### src/hw/rtl/long_fir_convolver_assert.svh
// Assertion macros used by the long FIR convolver controller.
`ifndef LONG_FIR_CONVOLVER_ASSERT_SVH
`define LONG_FIR_CONVOLVER_ASSERT_SVH

// Same-cycle implication, checked out of reset.
`define LFC_ASSERT_NOW(label, ante, cons, msg) \
  label: assert property (@(posedge clk) disable iff (!rst_n) (ante) |-> (cons)) \
    else $error(msg);

// Next-cycle implication, checked out of reset.
`define LFC_ASSERT_NEXT(label, ante, cons, msg) \
  label: assert property (@(posedge clk) disable iff (!rst_n) (ante) |=> (cons)) \
    else $error(msg);

`endif

### src/hw/rtl/lfc_pkg.sv
// Shared constants, state encoding and control structs of the long FIR convolver.
`default_nettype none

package lfc_pkg;

  localparam int MAX_TAPS_DEF    = 4096;
  localparam int SAMPLE_BITS_DEF = 16;
  localparam int CIDX_W          = 12;
  localparam int TAPCNT_W        = 13;

  localparam logic [TAPCNT_W-1:0] TAPCNT_RST = TAPCNT_W'(1);

  // request kind carried in in_tuser
  localparam logic REQ_SAMPLE = 1'b0;
  localparam logic REQ_COEFF  = 1'b1;

  typedef enum logic [1:0] {
    ST_CLEAR,
    ST_IDLE,
    ST_MAC,
    ST_DRAIN
  } state_t;

  typedef struct packed {
    logic clr_we;     // clearing pass: zero one entry of both memories
    logic coeff_we;   // store coefficient from the current transfer
    logic push;       // advance newest pointer, store sample
    logic mac_init;   // reset tap counter and accumulator
    logic mac_issue;  // read one tap pair into the MAC pipe
    logic out_load;   // round/saturate accumulator into output register
  } cmd_t;

  typedef struct packed {
    logic clr_last;   // clearing pass at last entry
    logic mac_last;   // current issue is the last tap
    logic taps_zero;  // no taps in use
    logic pipe_busy;  // products still in flight
  } sts_t;

endpackage

`default_nettype wire

### src/hw/rtl/lfc_ctrl.sv
// Controller: clearing pass, request dispatch, tap sequencing and output handshake.
`default_nettype none

`include "long_fir_convolver_assert.svh"

module lfc_ctrl
  import lfc_pkg::*;
(
  input  wire logic clk,
  input  wire logic rst_n,
  input  wire logic in_tvalid,
  output logic      in_tready,
  input  wire logic req_type,
  output logic      out_tvalid,
  input  wire logic out_tready,
  output cmd_t      cmd,
  input  wire sts_t sts
);

  state_t state_r;
  state_t state_nxt;
  logic   out_valid_r;
  logic   out_valid_nxt;

  always_ff @(posedge clk) begin
    if (!rst_n) begin
      state_r     <= ST_CLEAR;
      out_valid_r <= 1'b0;
    end else begin
      state_r     <= state_nxt;
      out_valid_r <= out_valid_nxt;
    end
  end

  always_comb begin
    state_nxt = state_r;
    cmd       = '0;
    in_tready = 1'b0;
    unique case (state_r)
      ST_CLEAR: begin
        cmd.clr_we = 1'b1;
        if (sts.clr_last) begin
          state_nxt = ST_IDLE;
        end
      end
      ST_IDLE: begin
        in_tready = 1'b1;
        if (in_tvalid) begin
          if (req_type == REQ_COEFF) begin
            cmd.coeff_we = 1'b1;
          end else begin
            cmd.push     = 1'b1;
            cmd.mac_init = 1'b1;
            state_nxt    = sts.taps_zero ? ST_DRAIN : ST_MAC;
          end
        end
      end
      ST_MAC: begin
        cmd.mac_issue = 1'b1;
        if (sts.mac_last) begin
          state_nxt = ST_DRAIN;
        end
      end
      ST_DRAIN: begin
        // wait for the last product and a free output slot
        if (!sts.pipe_busy && (!out_valid_r || out_tready)) begin
          cmd.out_load = 1'b1;
          state_nxt    = ST_IDLE;
        end
      end
    endcase
    out_valid_nxt = cmd.out_load | (out_valid_r & !out_tready);
  end

  assign out_tvalid = out_valid_r;

  `LFC_ASSERT_NOW(a_load_pipe_empty, cmd.out_load, !sts.pipe_busy, "result loaded with products in flight")
  `LFC_ASSERT_NOW(a_load_no_overwrite, cmd.out_load, !out_valid_r || out_tready, "pending result overwritten")
  `LFC_ASSERT_NEXT(a_sample_starts_mac, in_tvalid && in_tready && req_type == REQ_SAMPLE && !sts.taps_zero, state_r == ST_MAC, "sample transfer did not start tap sequence")
  `LFC_ASSERT_NOW(a_issue_excl, cmd.mac_issue, !cmd.push && !cmd.clr_we && !cmd.coeff_we, "tap read overlaps a memory write")

endmodule

`default_nettype wire

### config.mk
export PLATFORM = sky130hd
export DESIGN_NAME = lfc_ctrl
export DESIGN_NICKNAME = d
export VERILOG_FILES = /design/src/hw/rtl/lfc_pkg.sv /design/src/hw/rtl/lfc_ctrl.sv
export VERILOG_INCLUDE_DIRS = /design/src /design/src/hw/rtl
export SDC_FILE = /design/constraint.sdc
export NUM_CORES = 1
export LEC_CHECK = 0
export BUFFER_PORTS_ARGS = -buffer_cell sky130_fd_sc_hd__buf_2
export CORE_AREA = 2 2 39 41
export DETAILED_ROUTE_END_ITERATION = 12
export DIE_AREA = 0 0 41 43
export GPL_ROUTABILITY_DRIVEN = 0
export SYNTH_ARGS = -nofsm -noshare
export SYNTH_HDL_FRONTEND = slang
export SYNTH_SLANG_ARGS = --single-unit
### constraint.sdc
create_clock -name clk -period 2.1 [get_ports clk]
set_clock_uncertainty 0.2 [all_clocks]
set_input_delay 0 -clock clk [delete_from_list [all_inputs] [get_ports clk]]
set_output_delay 0 -clock clk [all_outputs]
set_load 0.02 [all_outputs]
* Word level (Yosys, flattened, before mapping)
Index checks and enable logic that the tools add are counted.
** Cells by class
- Equality and inequality tests :: 8
- Bitwise operators :: 2
- Reduce and logical (&&, ||, !) cells :: 7
- Div/mod/pow operators :: 0
- Shift-type cells :: 0
- Add/subtract/negate cells :: 0
- Magnitude comparators :: 0
- $mul :: 0
- Muxes and demuxes :: 16
** Operators with widths (count)
- 2-bit two-way mux :: 6
- 2-bit inequality test (second input constant) :: 5
- 2-bit one-hot mux with 4 select lines :: 1
- 1-bit two-way mux :: 7
- 3-bit two-way mux :: 2
- 5-bit AND reduction :: 1
- 2-bit equality test (second input constant) :: 2
- 1-bit zero test :: 3
- 2-bit by 1-bit equality test with 1-bit output (second input constant) :: 1
- 2-bit zero test :: 1
- 1-bit AND :: 1
- 1-bit logical AND :: 1
- 1-bit logical OR :: 1
- 1-bit OR :: 1
** Word-level totals
- Memory bits (read-only) :: 0
- Memories :: 0
- Bits in latches :: 0
- Input port bits :: 9
- Register bits :: 3
- Memory bits (writable) :: 0

* Logic depth before layout (Yosys ltp)
Gate-level depths: netlist of run 1.
- Depth in word-level cells :: 6
- Gate-level depth with buffers :: 6
- Gate-level depth less buffers :: 6

* Worst setup path after synthesis of run 1
Ideal clock, no wire load.
- Path kind :: reg2reg
- Start :: reg state_r[0]
- End :: reg state_r[0]
- Setup slack :: 516 ps
- Setup time :: 120 ps
- Clock period less this slack :: 1584 ps
- Arrival time :: 1264 ps
- Data required time :: 1780 ps
- Buffers on the path :: 0
- Cell stages (with the launch flop) :: 6
- Path through :: dfxtp_1 > inv_1 > ha_1 > a222oi_1 > nand2_1 > mux2i_1
** Between the ends
- Cells in the longest elaborated chain, start to end :: 3
- Elaborated cells on any way between the ends :: 11
** RTL lines
- start: declaration :: RTL line lfc_ctrl.sv:20 : state_t state_r;
- start signal: assignment :: RTL line lfc_ctrl.sv:30 : state_r <= state_nxt;
- 2-bit equality test (tied with other cells) :: RTL line lfc_ctrl.sv:39 : unique case (state_r)
- 2-bit inequality test (no line)
- 5-bit AND reduction (no line)
Parallel ways exist; a longest one is shown, timed or not.
A chain may end at the register's enable or synchronous reset.

* Worst setup path after layout of run 1
- Start :: reg state_r[0]
- End :: reg out_valid_r, in the netlist out_tvalid
** Between the ends
- Cells in the longest elaborated chain, start to end :: 3
** RTL lines
- 2-bit equality test :: RTL line lfc_ctrl.sv:39
- 1-bit two-way mux :: RTL line lfc_ctrl.sv:39
- 1-bit OR :: RTL line lfc_ctrl.sv:72 : out_valid_nxt = cmd.out_load | (out_valid_r & !out_tready);
- end signal: assignment :: RTL line lfc_ctrl.sv:31 : out_valid_r <= out_valid_nxt;
- end: declaration :: RTL line lfc_ctrl.sv:22 : logic out_valid_r;
Every way passes these cells.

==> results.toml, run 1 <==
[run_status]
outcome = "completed"

[sta]
rsz0062_at_grt = "false"
slew_headroom_pct = 81.9
finalHoldViolations = 0
worst_slew_pin_slew_ps = 272
period_needed_ps = 1760
timing.final.crit_share_pct = 83.9
finalSetupViolCount = 0
max_freq_mhz = 567
drv_slew = 0
setup_tns_ps = 0

[detailed_routing]
route.detailed.wl_per_inst_um = 8.57
initialDrtViolationCount = 2
drc = 0
via_per_inst = 4.03
wl_um = 591
antenna_left = 0
vias = 278
firstDrtPassIters = 4

[power]
p_seq_share_pct = 21.0
powerDensity_nw_per_um2 = 1150
p_sw_uw = 202
intPower_uw = 259
p_leak_nw = 0.223
p_sw_share_pct = 43.8
clockPowerShare_pct = 22.8
ir_drop_mv = 0.238
p_comb_share_pct = 56.1

[setup_path]
critical_path.max_stage_delay_ps = 550
path_class = "flip-flop to flip-flop"
r2r-start = "state_r[0]"
crit_required_ps = 2080
cp-end-kind = "flip-flop"
slowest_stage = "dlygate4sd3_1"
worst_setup_path_start_kind = "flip-flop"
startpoint = "state_r[0]"
worstPathArrival_ps = 1740
crit_fanout = 4
path_cells = "ha_1 -> nor3b_1 -> o21a_1 -> dlygate4sd3_1"

[clocking]
cts_made_buffers = 3
cts_buffer_depth = 2
clock_sinks = 3
cts_resized = 0
cts.clk_slew.worst_paths_ps = 40
clock-root-buffer = "clkbuf_4"
clk-insertion-delay-late_ps = 240
cts_tree = "built"
cts_max_level = 1

[floorplan]
dieArea_um2 = 1760
ios = 17
rows = 14
start_util_pct = 17.4
die_w_um = 41
core-area_um2 = 1380
die_y_um = 43

[min_path]
min_from = "sts[2]"
hold_path.class = "input port to flip-flop"

[logic_synthesis]
yosys.area_share.simple_pct = 27.1
yosys.area.top_type_share_pct = 25.0
synth_area_leaders = "dfxtp_1 25%, ha_1 21%, nand2_1 11%"
syn_area_um2 = 240
ys_seq_area_share_pct = 25.0
synth_compound_area_share_pct = 9.38
synth-edff-count = 0
syn_inst = 30
yosys.cell_types.count = 15
ys_ff_latch = 3
synth_common_cells = "7 x nand2_1, 4 x ha_1, 4 x inv_1"
synth.net_count = 43
async_flop_share_pct = 0
yosys_most_used_dff = "dfxtp_1"
synth_mux_area_share_pct = 8.33
synth_xor_area_share_pct = 0
synth.avg_cell_area_um2 = 8.01
yosysMostFrequentCell = "nand2_1"
synth_area_leader_cell = "dfxtp_1"
synth.yosys.warnings = 0
synthAdderAreaFrac_pct = 20.8
synth_top_family_by_area = "simple AND/OR/NAND/NOR gates"

[placed_design]
post_dp_cell_area_um2 = 333
portBuffers = 16
dp_hpwl_um = 445

[final_layout]
area_growth_pct = 66.1
nFillCells = 154
antenna_cells = 0
layout-drive-gt1-share_pct = 37.7
fin_area_um2 = 399
fin_nets = 67

[global_route]
grt_pass1_vias = 258
antenna_found_initial = 0
use_met2_pct = 12.5
top_usage_layer = "met2"
grtUsageMet1_pct = 7.67
grt_max_degree = 6
use_met3_pct = 1.57
grt_overflow = 0
grt_pass1_wl_um = 910
grt_use_total_pct = 8.22

[flow_run]
max-cap-violations = 0
==> through the flow <==
stage	setup WS (ps)	instances	hold slack, ps	power, mW	util (%)
after floorplan	516	30	-113	0.291	-
after CTS	350	69	4.25	0.467	28.8
final	337	69	3.96	0.460	28.8
after global routing	235	69	32.8	0.500	28.8
after detailed placement	508	61	79.2	0.352	24.1
after global placement	532	61	76.2	0.351	24.1
==> sequential cells by signal, summed over array words and instances (netlist names) <==
name,count
out_tvalid,1
state_r,2
==> what timing repair did <==
item                      CTS  global route
buffers inserted            0             0
hold endpoints to repair    3             0
hold buffers                4             0
==> worst max-delay path, delay by kind of cell, from the launching register on <==
kind / cells / cell delay, ps
adders and majority gates: 1 / 180
and+or+nand+nor: 1 / 250
DFF: 1 / 380
AOI/OAI and AO/OA: 1 / 150
buffers and inverters: 1 / 550
==> cell usage in the layout, fill, tap and decap left out, types with 2 or more instances in the layout <==
cell | synthesis | routed
buf_2 | 0 | 16
clkbuf_4 | 0 | 3
dfxtp_1 | 3 | 3
dlygate4sd3_1 | 0 | 4
ha_1 | 4 | 4
inv_1 | 4 | 4
mux2i_1 | 2 | 2
nand2_1 | 7 | 7
==> routing by layer <==
layer / vias to the layer above / routed length (um)
li1: 145 / -
met1: 124 / 202
met2: 7 / 326
met3: 2 / 39
met4: 0 / 22
met5: - / 0
==> cell type report <==
class | instances | area [um^2] | area share, %
Multi-Input combinational cell | 22 | 158 | 39.5
Timing Repair Buffer | 20 | 120 | 30.1
Tap cell | 16 | 20.0 | 5.02
Clock buffer | 4 | 26.3 | 6.58
Inverter | 4 | 15.0 | 3.76
Sequential cell | 3 | 60.1 | 15.0
==> power groups by stage <==
stage | combinational [mW] | sequential, mW | clock [mW]
after floorplan | 0.197 | 0.0937 | 0
after global placement | 0.254 | 0.0977 | 0
after detailed placement | 0.254 | 0.0982 | 0
after CTS | 0.261 | 0.0972 | 0.109
after global routing | 0.283 | 0.101 | 0.116
final | 0.258 | 0.0969 | 0.105
==> cell families (layout without fill, tap and decap cells) <==
family / after synthesis / count (layout)
AND/OR/NAND/NOR: 13 / 13
adder cells (fa/ha/maj): 4 / 4
buffers and inverters: 5 / 28
multiplexers: 2 / 2
AO/OA/AOI/OAI: 3 / 3
flip-flops: 3 / 3
==> worst paths after layout <==
check	slack, ps	to	depth (start not counted)
setup / recovery	340	out_tvalid	4
hold / removal	4	state_r[0]	5
setup reg to reg	340	out_tvalid	4
hold reg to reg	310	state_r[1]	2
No activity file was read; power rests on OpenSTA's default activity.
==> inputs of run 2 (changes only) <==
==> constraint.sdc (replaced) <==
create_clock -name clk -period 1.5 [get_ports clk]
set_clock_uncertainty 0.2 [all_clocks]
set_input_delay 0 -clock clk [delete_from_list [all_inputs] [get_ports clk]]
set_output_delay 0 -clock clk [all_outputs]
set_load 0.02 [all_outputs]
==> run 2 against run 1 <==
Non-clock buffer count up 4. Final cell count up 5.8%. Clock-buffer cell count unchanged. Hold slack better by 26 ps. Critical endpoint is now state_r[0]. Power up 80%. Clock power up 37%. Maximum frequency up 18%. Sequential power up 67%. Register-to-register slack worse by 330 ps. Via count up 8.6%. Sequential share of layout area down 1.7 points. Die area unchanged.
==> results.toml, run 2 (synthesis results as in run 1) <==
[global_route]
grt_pass1_wl_um = 779
grt_pass1_vias = 235
grt_max_degree = 6
grt_use_total_pct = 7.20
grt_overflow = 0
antenna_found_initial = 0

[final_layout]
layout_commonest_cell = "buf_2"
nFillCells = 158
final_cell_mix = "12 x buf_2, 7 x nand2_1, 4 x dlygate4sd3_1, 4 x buf_6, 4 x buf_4"
antenna_cells = 0
largest-register = "state_r"
largest_reg_flops = 2
layout-drive-gt1-share_pct = 57.9
fin_nets = 71
area_growth_pct = 110
fin_area_um2 = 505

[clocking]
postCtsSetupBuffers = 0
clk-insertion-delay-late_ps = 230
clock_sinks = 3
clock-root-buffer = "clkbuf_4"
cts.clk_slew.worst_paths_ps = 40
cts_buffer_depth = 2
cts_tree = "built"
cts_max_level = 1
cts_made_buffers = 3

[sta]
period_needed_ps = 1490
fin_ws_ps = 9.55
finalHoldViolations = 0
finalSetupViolCount = 0
rsz0062_at_grt = "true"
drv_slew = 0
timing.final.crit_share_pct = 99.4
worst_slew_pin_slew_ps = 277
max_freq_mhz = 671
slew_headroom_pct = 81.6

[power]
ir_drop_mv = 0.699
p_leak_nw = 0.247
fin_total_pwr_uw = 829
powerDensity_nw_per_um2 = 1640

[run_status]
outcome = "completed"

[placed_design]
place_ws_ps = -30.2
dp_hpwl_um = 498
post_dp_cell_area_um2 = 399
portBuffers = 16

[floorplan]
die_w_um = 41
die_y_um = 43
start_util_pct = 17.4
rows = 14
ios = 17
core-area_um2 = 1380
dieArea_um2 = 1760

[setup_path]
crit_fanout = 3
worst_setup_path_start_kind = "flip-flop"
worstPathArrival_ps = 1410
crit_required_ps = 1420
path_class = "flip-flop to flip-flop"
cp-end-kind = "flip-flop"

[detailed_routing]
vias = 302
firstDrtPassIters = 4
drc = 0
via_per_inst = 4.14
initialDrtViolationCount = 3
wl_um = 650
antenna_left = 0
route.detailed.wl_per_inst_um = 8.90

[min_path]
hold_path.class = "input port to flip-flop"

[flow_run]
max-cap-violations = 0
-- run 2: path summary, 6_finish.rpt --
check	start	end	slack [ps]	cells past startpoint
hold reg to reg	state_r[1]	state_r[1]	430	3
hold / removal	sts[2]	state_r[1]	30	5
setup reg to reg	state_r[1]	state_r[0]	10	5
setup / recovery	state_r[1]	state_r[0]	10	5
-- run 2: where the power goes --
group / total (mW) / internal [mW] / switching [mW]
clock: 0.144 / 0.0998 / 0.0441
combinational: 0.523 / 0.268 / 0.255
sequential: 0.162 / 0.123 / 0.0393
-- run 2: timing repair --
action | in CTS | in global routing
endpoints found under the hold margin | 3 | 0
endpoints found under the setup margin | 4 | 5
hold buffers | 4 | 0
pin swaps | 1 | 2
gates resized for setup | 3 | 12
-- run 2: routing by layer --
metal / GRT usage [%] / vias to the layer above / share of wire [%]
met2: 11.9 / 15 / 52
met3: 7.85 / 0 / 11
met5: 0 / - / 0
met4: 2.00 / 0 / 0
li1: - / 151 / -
met1: 5.08 / 136 / 37
-- run 2: cell type report --
type | instances | area, um^2 | area share [%]
Clock buffer | 4 | 26.3 | 5.20
Multi-Input combinational cell | 22 | 196 | 38.9
Tap cell | 16 | 20.0 | 3.96
Inverter | 4 | 20.0 | 3.96
Sequential cell | 3 | 67.6 | 13.4
Timing Repair Buffer | 24 | 175 | 34.7
-- run 2: critical path, cell delays in order, from the launching register on --
cell and delay [ps]:
dfxtp_4 370, inv_4 40, ha_4 150, a222oi_1 310
nand2_1 160, mux2i_1 150
-- run 2: stage by stage --
| stage | hold slack, ps | std cells | utilization, % | setup TNS, ps |
|---|---|---|---|---|
| final | 29.9 | 73 | 36.5 | 0 |
| after global routing | 57.7 | 73 | 36.5 | -210 |
| after CTS | 12.4 | 73 | 33.9 | -7.98 |
| after detailed placement | 81.8 | 65 | 28.8 | -47.5 |
| after global placement | 82.2 | 65 | 28.8 | -0.845 |
| after floorplan | -149 | 30 | - | 0 |
==> inputs of run 3 (changes only) <==
--- a/config.mk
+++ b/config.mk
@@ -11,6 +11,7 @@
 export DETAILED_ROUTE_END_ITERATION = 12
 export DIE_AREA = 0 0 41 43
 export GPL_ROUTABILITY_DRIVEN = 0
+export RECOVER_POWER = 100
 export SYNTH_ARGS = -nofsm -noshare
 export SYNTH_HDL_FRONTEND = slang
 export SYNTH_SLANG_ARGS = --single-unit
==> run 3 against run 2 <==
Hold slack did not move. Critical path depth stayed put. Register-to-register slack about the same. Setup slack did not move. Global-route usage unchanged. Die area is the same. Critical endpoint unchanged. Largest cell class unchanged.
==> results.toml, run 3 (synthesis results as in run 1) <==
[placed_design]
dp_hpwl_um = 498
post_dp_cell_area_um2 = 399
dp_cells = 65
portBuffers = 16

[global_route]
grt_pass1_wl_um = 779
grt_use_total_pct = 7.20
grt_max_degree = 6
grt_pass1_vias = 235
antenna_found_initial = 0
grt_overflow = 0

[sta]
setup_tns_ps = 0
period_needed_ps = 1490
slew_headroom_pct = 81.6
rsz0062_at_grt = "true"
max_freq_mhz = 671
timing.final.crit_share_pct = 99.4
drv_slew = 0
finalSetupViolCount = 0
finalHoldViolations = 0
worst_slew_pin_slew_ps = 277

[floorplan]
start_util_pct = 17.4
ios = 17
die_w_um = 41
dieArea_um2 = 1760
die_y_um = 43
core-area_um2 = 1380
rows = 14

[setup_path]
path_cells = "inv_4 -> ha_4 -> a222oi_1 -> nand2_1 -> mux2i_1"
reg2reg_to = "state_r[0]"
rr_worst_depth = 5
reg2reg_slack_ps = 10
critPathTopFamily = "flip-flops"
startpoint = "state_r[1]"
worst_setup_path_start_kind = "flip-flop"
crit_required_ps = 1420
slowest_stage = "dfxtp_4"
crit_fanout = 3
r2r-start = "state_r[1]"
cp.buffers_inverters = 1
path_class = "flip-flop to flip-flop"
critical_path.max_stage_delay_ps = 370
cp-end-kind = "flip-flop"
worstPathArrival_ps = 1410

[final_layout]
largest-register = "state_r"
area_growth_pct = 110
layout_commonest_cell = "buf_2"
largest_reg_flops = 2
fin_area_um2 = 504
fin_nets = 71
stdcell_count = 73
nFillCells = 159
antenna_cells = 0
layout-drive-gt1-share_pct = 56.1
final_cell_mix = "11 x buf_2, 7 x nand2_1, 4 x dlygate4sd3_1, 4 x buf_6, 4 x buf_4"

[detailed_routing]
firstDrtPassIters = 4
drt-met1-wl_um = 242
antenna_left = 0
via_per_inst = 4.14
top_layer_used = "met3"
routed-wl-met3_um = 71
initialDrtViolationCount = 3
route.detailed.wl_per_inst_um = 8.88
vias = 302
wl_um = 648
wl_met2_um = 335
drc = 0

[clocking]
cts_made_buffers = 3
cts_max_level = 1
cts_buffer_depth = 2
cts.clk_slew.worst_paths_ps = 40
cts_tree = "built"
clock_sinks = 3
clk-insertion-delay-late_ps = 230
postCtsSetupBuffers = 0
clock-root-buffer = "clkbuf_4"

[power]
ir_drop_mv = 0.699
p_leak_nw = 0.243
powerDensity_nw_per_um2 = 1640

[flow_run]
max-cap-violations = 0

[min_path]
hold_path.class = "input port to flip-flop"
min_from = "sts[2]"
hold-path-endpoint = "state_r[1]"
whs_path_depth = 5

[run_status]
outcome = "completed"
==> run 3: cell count changes in the layout (fill, tap and decap cells not counted), sizes merged <==
cell / before / now
buf: 20 / 19
clkbuf: 4 / 5
==> run 3: final cells by class <==
type / instances / area (um^2) / share of cell area [%]
multi-input cells: 22 / 196 / 39.0
inverters: 4 / 20.0 / 3.97
repair buffers: 24 / 174 / 34.5
well taps: 16 / 20.0 / 3.97
clock buffers: 4 / 26.3 / 5.21
flip-flops and latches: 3 / 67.6 / 13.4
==> run 3: worst reg2reg max path, delay by kind of cell (launching register included) <==
family,cells,cell delay (ps)
buf+inv,1,40
simple gates,1,160
compound gates,1,310
mux,1,150
fa+ha+maj,1,150
flops,1,370
==> run 3: how the worst max path moves through the flow <==
| stage | to | slack (ps) | cells past startpoint |
|---|---|---|---|
| 6_report | state_r[0] | 10 | 5 |
| 5_1_grt | state_r[0] | -60 | 5 |
| 4_1_cts | cmd[4] | -8 | 5 |
| 3_5_place_dp | state_r[0] | -30 | 5 |
| 3_3_place_gp | state_r[1] | -0.8 | 5 |
| 2_1_floorplan | state_r[1] | 0.2 | 5 |
==> run 3: report_power, final <==
group	total (mW)	switching, mW	internal (mW)
clock	0.144	0.0441	0.0998
combinational	0.522	0.255	0.267
sequential	0.162	0.0393	0.123
==> run 3: metal layers <==
metal / up-vias / track usage, %
li1: 151 / -
met1: 136 / 5.08
met2: 15 / 11.9
met5: - / 0
met3: 0 / 7.85
met4: 0 / 2.00
==> run 3: metrics by stage <==
stage / utilization (%) / setup WS, ps / hold WS, ps / power (mW)
after floorplan: - / 0.171 / -149 / 0.484
after global placement: 28.8 / -0.845 / 82.2 / 0.618
after detailed placement: 28.8 / -30.2 / 81.8 / 0.626
after CTS: 33.9 / -7.98 / 12.4 / 0.797
after global routing: 36.4 / -61.3 / 57.7 / 0.907
final: 36.4 / 9.55 / 29.9 / 0.828
==> run 3: timing repair <==
| item | 4_1_cts | 5_1_grt |
|---|---|---|
| endpoints found under the hold margin | 3 | 0 |
| pin swaps | 1 | 2 |
| hold buffers | 4 | 0 |
| gates resized for setup | 3 | 12 |
| cloned | 0 | 0 |
| endpoints found under the setup margin | 4 | 5 |
